`src/rtl/core/lir_pkg.sv`:
```
// lir_pkg: shared types and constants for the linear interpolation resampler
// no dependencies; used by the interfaces, controller, datapath and top level

package lir_pkg;

  localparam int SAMPLE_BITS  = 24;
  localparam int MAX_CHANNELS = 8;
  localparam int POS_FRAC     = 24;
  localparam int WALK_W       = 33;

  localparam logic [WALK_W-1:0] POS_ONE = WALK_W'(1) << POS_FRAC;

  typedef logic signed [SAMPLE_BITS-1:0] sample_t;

  typedef enum logic [1:0] {
    REG_PHASE_STEP  = 2'd0,
    REG_OUT_COUNT   = 2'd1,
    REG_CHAN_COUNT  = 2'd2
  } reg_idx_t;

  typedef enum logic {
    ST_IDLE,
    ST_RUN
  } state_t;

  // controller to datapath
  typedef struct packed {
    logic                load;
    logic                issue;
    logic                last;
    logic                done;
    logic [POS_FRAC-1:0] frac;
  } cmd_t;

  // datapath to controller
  typedef struct packed {
    logic prod_valid;
    logic advance;
  } stat_t;

endpackage

```
`src/rtl/core/lir_ctrl.sv`:
```
// lir_ctrl: frame sequencer; walks output positions across one input interval
// depends on lir_pkg

module lir_ctrl #(
  parameter int MAX_RUN = 64
) (
  input  logic                 clk,
  input  logic                 rst_n,
  input  logic                 in_valid,
  input  logic                 in_restart,
  output logic                 in_ready,
  input  logic [31:0]          phase_step,
  input  logic [23:0]          out_frame_count,
  input  lir_pkg::stat_t       st,
  output lir_pkg::cmd_t        cmd
);

  localparam int RUN_W = $clog2(MAX_RUN + 1);
  localparam logic [RUN_W-1:0] RUN_MAX = RUN_W'(MAX_RUN);

  lir_pkg::state_t                 state_r, state_nxt;
  logic [31:0]                     pos_r, pos_nxt;
  logic [23:0]                     emitted_r, emitted_nxt;
  logic                            have_prev_r, have_prev_nxt;
  logic [lir_pkg::WALK_W-1:0]      walk_r, walk_nxt;
  logic [RUN_W-1:0]                run_cnt_r, run_cnt_nxt;

  logic                            load;
  logic                            issue_ok;
  logic                            more;
  logic                            next_more;
  logic [lir_pkg::WALK_W-1:0]      walk_add;
  logic [lir_pkg::WALK_W-1:0]      walk_end;
  logic [23:0]                     emit_inc;
  logic [RUN_W-1:0]                run_inc;
  logic                            finish;

  always_ff @(posedge clk) begin
    if (!rst_n) begin
      state_r     <= lir_pkg::ST_IDLE;
      pos_r       <= '0;
      emitted_r   <= '0;
      have_prev_r <= 1'b0;
      walk_r      <= '0;
      run_cnt_r   <= '0;
    end else begin
      state_r     <= state_nxt;
      pos_r       <= pos_nxt;
      emitted_r   <= emitted_nxt;
      have_prev_r <= have_prev_nxt;
      walk_r      <= walk_nxt;
      run_cnt_r   <= run_cnt_nxt;
    end
  end

  always_comb begin
    in_ready  = (state_r == lir_pkg::ST_IDLE) && !st.prod_valid;
    load      = in_valid && in_ready;
    issue_ok  = !st.prod_valid || st.advance;
    walk_add  = walk_r + {1'b0, phase_step};
    emit_inc  = emitted_r + 24'd1;
    run_inc   = run_cnt_r + RUN_W'(1);
    more      = (emitted_r < out_frame_count) && (walk_r < lir_pkg::POS_ONE) &&
                (run_cnt_r < RUN_MAX);
    next_more = (emit_inc < out_frame_count) && (walk_add < lir_pkg::POS_ONE) &&
                (run_inc < RUN_MAX);

    state_nxt     = state_r;
    pos_nxt       = pos_r;
    emitted_nxt   = emitted_r;
    have_prev_nxt = have_prev_r;
    walk_nxt      = walk_r;
    run_cnt_nxt   = run_cnt_r;
    finish        = 1'b0;
    walk_end      = walk_r;

    cmd       = '0;
    cmd.load  = load;
    cmd.frac  = walk_r[lir_pkg::POS_FRAC-1:0];

    case (state_r)
      lir_pkg::ST_IDLE: begin
        if (load) begin
          have_prev_nxt = 1'b1;
          if (in_restart) begin
            pos_nxt     = '0;
            emitted_nxt = '0;
          end else if (have_prev_r) begin
            state_nxt   = lir_pkg::ST_RUN;
            walk_nxt    = {1'b0, pos_r};
            run_cnt_nxt = '0;
          end
        end
      end
      lir_pkg::ST_RUN: begin
        if (more) begin
          if (issue_ok) begin
            cmd.issue   = 1'b1;
            cmd.last    = !next_more;
            cmd.done    = (emit_inc == out_frame_count);
            emitted_nxt = emit_inc;
            walk_nxt    = walk_add;
            run_cnt_nxt = run_inc;
            if (!next_more) begin
              finish   = 1'b1;
              walk_end = walk_add;
            end
          end
        end else begin
          finish = 1'b1;
        end
        if (finish) begin
          state_nxt = lir_pkg::ST_IDLE;
          pos_nxt   = (walk_end >= lir_pkg::POS_ONE) ?
                      32'(walk_end - lir_pkg::POS_ONE) : 32'd0;
        end
      end
      default: begin
        state_nxt = lir_pkg::ST_IDLE;
      end
    endcase
  end

  a_issue_slot: assert property (@(posedge clk) disable iff (!rst_n)
    cmd.issue |-> (!st.prod_valid || st.advance))
    else $error("word issued into a full product stage");

  a_run_cap: assert property (@(posedge clk) disable iff (!rst_n)
    run_cnt_r <= RUN_MAX)
    else $error("run counter beyond cap");

  a_last_ends_run: assert property (@(posedge clk) disable iff (!rst_n)
    (cmd.issue && cmd.last) |=> (state_r == lir_pkg::ST_IDLE))
    else $error("run continued after last word");

  a_idle_count_holds: assert property (@(posedge clk) disable iff (!rst_n)
    (state_r == lir_pkg::ST_IDLE && !load) |=> $stable(emitted_r))
    else $error("output count moved while idle");

endmodule

```
`config.mk`:
```
export PLATFORM = sky130hd
export DESIGN_NAME = lir_ctrl
export DESIGN_NICKNAME = d
export VERILOG_FILES = /design/src/rtl/core/lir_pkg.sv /design/src/rtl/core/lir_ctrl.sv
export SDC_FILE = /design/constraint.sdc
export NUM_CORES = 1
export LEC_CHECK = 0
export ABC_CLOCK_PERIOD_IN_PS = 11120
export BUFFER_PORTS_ARGS = -buffer_cell sky130_fd_sc_hd__buf_2
export CAP_MARGIN = 10
export CORE_ASPECT_RATIO = 0.7
export CORE_MARGIN = 10
export CORE_UTILIZATION = 65
export DETAILED_ROUTE_END_ITERATION = 10
export PLACE_DENSITY = 0.89
export SETUP_SLACK_MARGIN = 0.1
export SYNTH_ARGS = -nofsm -noshare
export SYNTH_HDL_FRONTEND = slang
export SYNTH_SLANG_ARGS = --single-unit
```
`constraint.sdc`:
```
create_clock -name clk -period 11.12 [get_ports clk]
set_input_delay 2.224 -clock clk [delete_from_list [all_inputs] [get_ports clk]]
set_output_delay 2.224 -clock clk [all_outputs]
set_load 0.05 [all_outputs]
```
* Yosys cells after proc, flatten, opt, wreduce, memory -nomap -nowiden *
Cells that the tools add are included.

storage, ports and cells
  register bits after elaboration = 98
  bits of input ports = 62
  output and inout port bits = 29

cells by class
  add/sub/neg operators = 4
  $lt $le $gt $ge = 7
  equal/unequal tests = 8
  muxes and demuxes = 38
  bitwise logic cells = 1
  reduce and logical (&&, ||, !) cells = 13

operator list
  cell                                                                                   number
  33-bit 2-to-1 mux                                                                      9
  32-bit 2-to-1 mux                                                                      4
  24-bit 2-to-1 mux                                                                      4
  33-bit by 25-bit less-than comparator with 1-bit output, second input constant         2
  33-bit case mux with 2 select lines                                                    1
  32-bit case mux with 2 select lines                                                    1
  24-bit less-than comparator                                                            2
  24-bit case mux with 2 select lines                                                    1
  7-bit 2-to-1 mux                                                                       5
  33-bit by 32-bit adder with 33-bit output                                              1
  33-bit by 25-bit greater-or-equal comparator with 1-bit output, second input constant  1
  32-bit by 25-bit subtractor with 32-bit output, second input constant                  1
  24-bit by 1-bit adder with 24-bit output, second input constant                        1
  24-bit == test                                                                         1
  7-bit less-than comparator, second input constant                                      2
  7-bit case mux with 2 select lines                                                     1
  3-bit 2-to-1 mux                                                                       3
  1-bit 2-to-1 mux                                                                       8
  2-bit != test, second input constant                                                   4
  7-bit by 1-bit adder with 7-bit output, second input constant                          1
  1-bit logical AND                                                                      6
  2-bit by 1-bit != test with 1-bit output, second input constant                        3
  5-bit AND reduction                                                                    1
  4-bit AND reduction                                                                    1
  6 further kinds                                                                        7

* Longest topological paths before layout *
  word-level depth = 12
  gate-level depth with buffers = 20
  gate-level depth less buffers = 19

* Worst setup path after synthesis *
OpenSTA, ideal clock, no wires.

  path kind = input to output
  start = input out_frame_count[4]
  end = output cmd[24] in the netlist's numbering
  arrival = 5531 ps
  required time = 8896 ps
  slack = 3365 ps
  cell stages on the path = 12
  buffers on the path = 2
  path through = inv_1 -> ha_1 -> a2111oi_0 -> and3_1 -> o2bb2ai_1 -> o31ai_1 -> nor4b_1 -> buf_2 -> nand2_1 -> clkinv_1 -> buf_1 -> and3_1

RTL lines
  what             RTL line        source
  start, declared  lir_ctrl.sv:13  input logic [23:0] out_frame_count,
  end, declared    lir_ctrl.sv:15  output lir_pkg::cmd_t cmd

==> impl_metrics.env <==
export IMPL_outcome="completed"
export IMPL_path_max_fanout=11
export IMPL_skew_ns=0.00679
export IMPL_switching_share_pct=32.6
export IMPL_max_freq_mhz=129
export IMPL_ir_worst_vdd_mv=0.0762
export IMPL_synth_edff_count=0
export IMPL_cts_path_max_buffers=2
export IMPL_period_share_pct=69.7
export IMPL_p_seq_share_pct=39.7
export IMPL_worstMarginPinSlew_ns=1.16
export IMPL_diodes=0
export IMPL_end_kind="primary output"
export IMPL_drt_wl_total_mm=24.6
export IMPL_start_kind="primary input"
export IMPL_clock_sinks=98
export IMPL_final_max_slew_viol_count=0
export IMPL_design_core_area_sq_um=13200
export IMPL_rsz0062_at_grt="false"
export IMPL_die_w_microns=159
export IMPL_async_reset_ff_share_pct=0
export IMPL_p_switching_uw=297
export IMPL_cts_tree="done"
export IMPL_tns_ns=0
export IMPL_relSlewSlack_pct=22.1
export IMPL_cts_hold_buf=0
export IMPL_holdPathStages=1
export IMPL_cts_setup_buffers=0
export IMPL_numCtsBuffers=9
export IMPL_fin_ws_ns=3.37
export IMPL_clock_latency_ns=0.35
export IMPL_internal_power_uw=613
export IMPL_ctsResizeCount=0
export IMPL_routabilityCongestion=1.07
export IMPL_power_per_cell_area_nw_per_um2=97.6
export IMPL_avgSynthCellArea_sq_um=8.30
export IMPL_die_area_sq_um=18600
export IMPL_hold_path_class="reg2reg"
export IMPL_setup_violations_final=0
export IMPL_synthFlopType="dfxtp_1"
export IMPL_area_growth_pct=6.37
export IMPL_cts_max_level=3
export IMPL_nets=1232
export IMPL_ant_nets=0
export IMPL_io_pins=91
export IMPL_cts_clk_slew_worst_paths_ns=0.07
export IMPL_hold_viol_final=0
export IMPL_syn_area_sq_um=8760
export IMPL_die_h_microns=117
export IMPL_std_cell_rows=35
export IMPL_grt_pass1_vias=7792
export IMPL_synth_nets=1203
export IMPL_drv_cap=0
export IMPL_drive_above_1_share_pct=15.3
export IMPL_initial_core_util_pct=66.5
export IMPL_grt_start_max_net_pins=66
export IMPL_antenna_found_initial=0
export IMPL_ys_types=89
export IMPL_worstPathArrival_ns=5.53
export IMPL_cts_root_buf="clkbuf_16"
export IMPL_drt_first_pass_iters=6
export IMPL_post_drt_wl_per_cell_microns=19.3
export IMPL_via_per_inst=6.52
export IMPL_fin_crit_ns=7.75
export IMPL_p_clk_share_pct=36.0
export IMPL_yosys_warnings=0
export IMPL_numPortBuffers=90
export IMPL_drc=0
export IMPL_dp_hpwl_mm=18.8
export IMPL_syn_inst=1056
export IMPL_ys_ff_latch=98
export IMPL_seq_area_frac_synth_pct=22.4
export IMPL_rr_worst_depth=18
export IMPL_via_count=8309
export IMPL_gr_usage_all_layers_pct=25.5
export IMPL_p_leak_nw=4.23
export IMPL_dp_slack_ns=3.56
export IMPL_grt_pass1_wl_mm=39.8
export IMPL_crit_required_ns=8.90
export IMPL_grt_overflow=0
export IMPL_drt_iter0_drc=1066
export IMPL_pwr_share_comb_pct=24.3
export IMPL_worstSetupPathType="in2out"
==> cell type report <==
cell class                      instances  area [sq um]
Clock inverter                          6          73.8
Sequential cell                        98          1960
Inverter                               37           139
Clock buffer                           10           229
Multi-Input combinational cell        844          6200
Tap cell                              185           231
Fill cell                            1027          3860
Timing Repair Buffer                   95           488
==> cells in the final DEF (no fill, tap or decap), drive strengths merged, types with 33 or more instances in the layout <==
cell type and count:
a21oi 66, nand2 117, ha 84, dfxtp 98
nor2 67, nand3 45, o2bb2ai 33, buf 95
inv 38, o21ai 41, mux2i 45
==> final timing paths <==
path	from	endpoint	slack (ns)
worst min-delay path	pos_r[3]	pos_r[3]	0.47
worst max-delay path	phase_step[21]	cmd[25]	3.37
worst max register to register	emitted_r[0]	pos_r[22]	5.63
worst min register to register	pos_r[3]	pos_r[3]	0.47
==> through the flow <==
step / cell area, sq um / hold WS, ns / instances / total power, mW / util, %
3_5_place_dp: 9020 / 0.448 / 1259 / 0.583 / 68.4
5_1_grt: 9320 / 0.480 / 1275 / 0.944 / 70.7
3_3_place_gp: 9020 / 0.445 / 1259 / 0.578 / 68.4
4_1_cts: 9320 / 0.466 / 1275 / 0.904 / 70.7
2_1_floorplan: 8760 / 0.432 / 1056 / 0.535 / -
6_report: 9320 / 0.467 / 1275 / 0.910 / 70.7
==> power by group through the flow <==
stage | Sequential (mW) | Clock, mW | Combinational (mW)
3_3_place_gp | 0.369 | 0 | 0.209
2_1_floorplan | 0.367 | 0 | 0.169
5_1_grt | 0.362 | 0.344 | 0.238
3_5_place_dp | 0.369 | 0 | 0.214
4_1_cts | 0.361 | 0.327 | 0.215
6_report | 0.362 | 0.328 | 0.221
==> metal layers <==
layer	part of all wire, %	GRT usage, %	vias to the layer above	routed length [microns]
met4	0.83	3.54	0	205
li1	-	-	3971	-
met5	0	0	-	0
met2	42	38.7	437	10400
met3	11	6.81	30	2790
met1	46	36.2	3871	11200
==> synthesized netlist by cell type, drive strengths merged (3+ instances only) <==
cell       n  share of area (%)
a2111oi    5               0.57
a211o      4               0.40
a211oi    22                2.1
a21boi    29                2.5
a21o      20                1.7
a21oi     66                4.2
a311oi     3               0.30
a31oi      3               0.21
and2      18                1.3
and3       6               0.43
and4       5               0.50
buf       56                4.6
clkbuf    21               0.90
dfxtp     98                 22
ha        84                 12
inv       36                1.5
mux2       4               0.51
mux2i     45                5.1
nand2    117                5.0
nand2b     3               0.21
nand3     45                2.6
nand4     25                1.9
nand4b     4               0.40
nor2      67                3.0
nor2b      8               0.57
nor3      21                1.3
nor4      15                1.1
o211a     30                3.4
o211ai    12                1.2
o21a       8               0.69
o21ai     41                2.7
o21bai     4               0.34
o2bb2ai   33                4.7
o31ai      5               0.43
or3        5               0.36
xnor2     27                2.7
xor2      21                2.1
==> state kept, by name, indices dropped and copies added (netlist names) <==
register	flops
walk_r	33
run_cnt_r	7
have_prev_r	1
pos_r	32
emitted_r	24
state_r	1
==> critical path, cell delays in order <==
cell,delay (ns)
buf_2,0.10
ha_1,0.47
nand4_2,0.18
o221a_2,0.34
nor3_2,0.36
mux2_2,0.38
a211oi_1,0.43
a211oi_1,0.16
and3_1,0.24
a31oi_1,0.31
buf_2,0.33
==> cells by family after synthesis <==
family / share of synthesized area (%)
simple gates: 20.0
buf+inv: 7.05
xor+xnor: 4.80
flops: 22.4
mux: 5.65
fa+ha+maj: 12.2
compound gates: 27.9
Note: power is estimated with default switching activity, not from simulation.
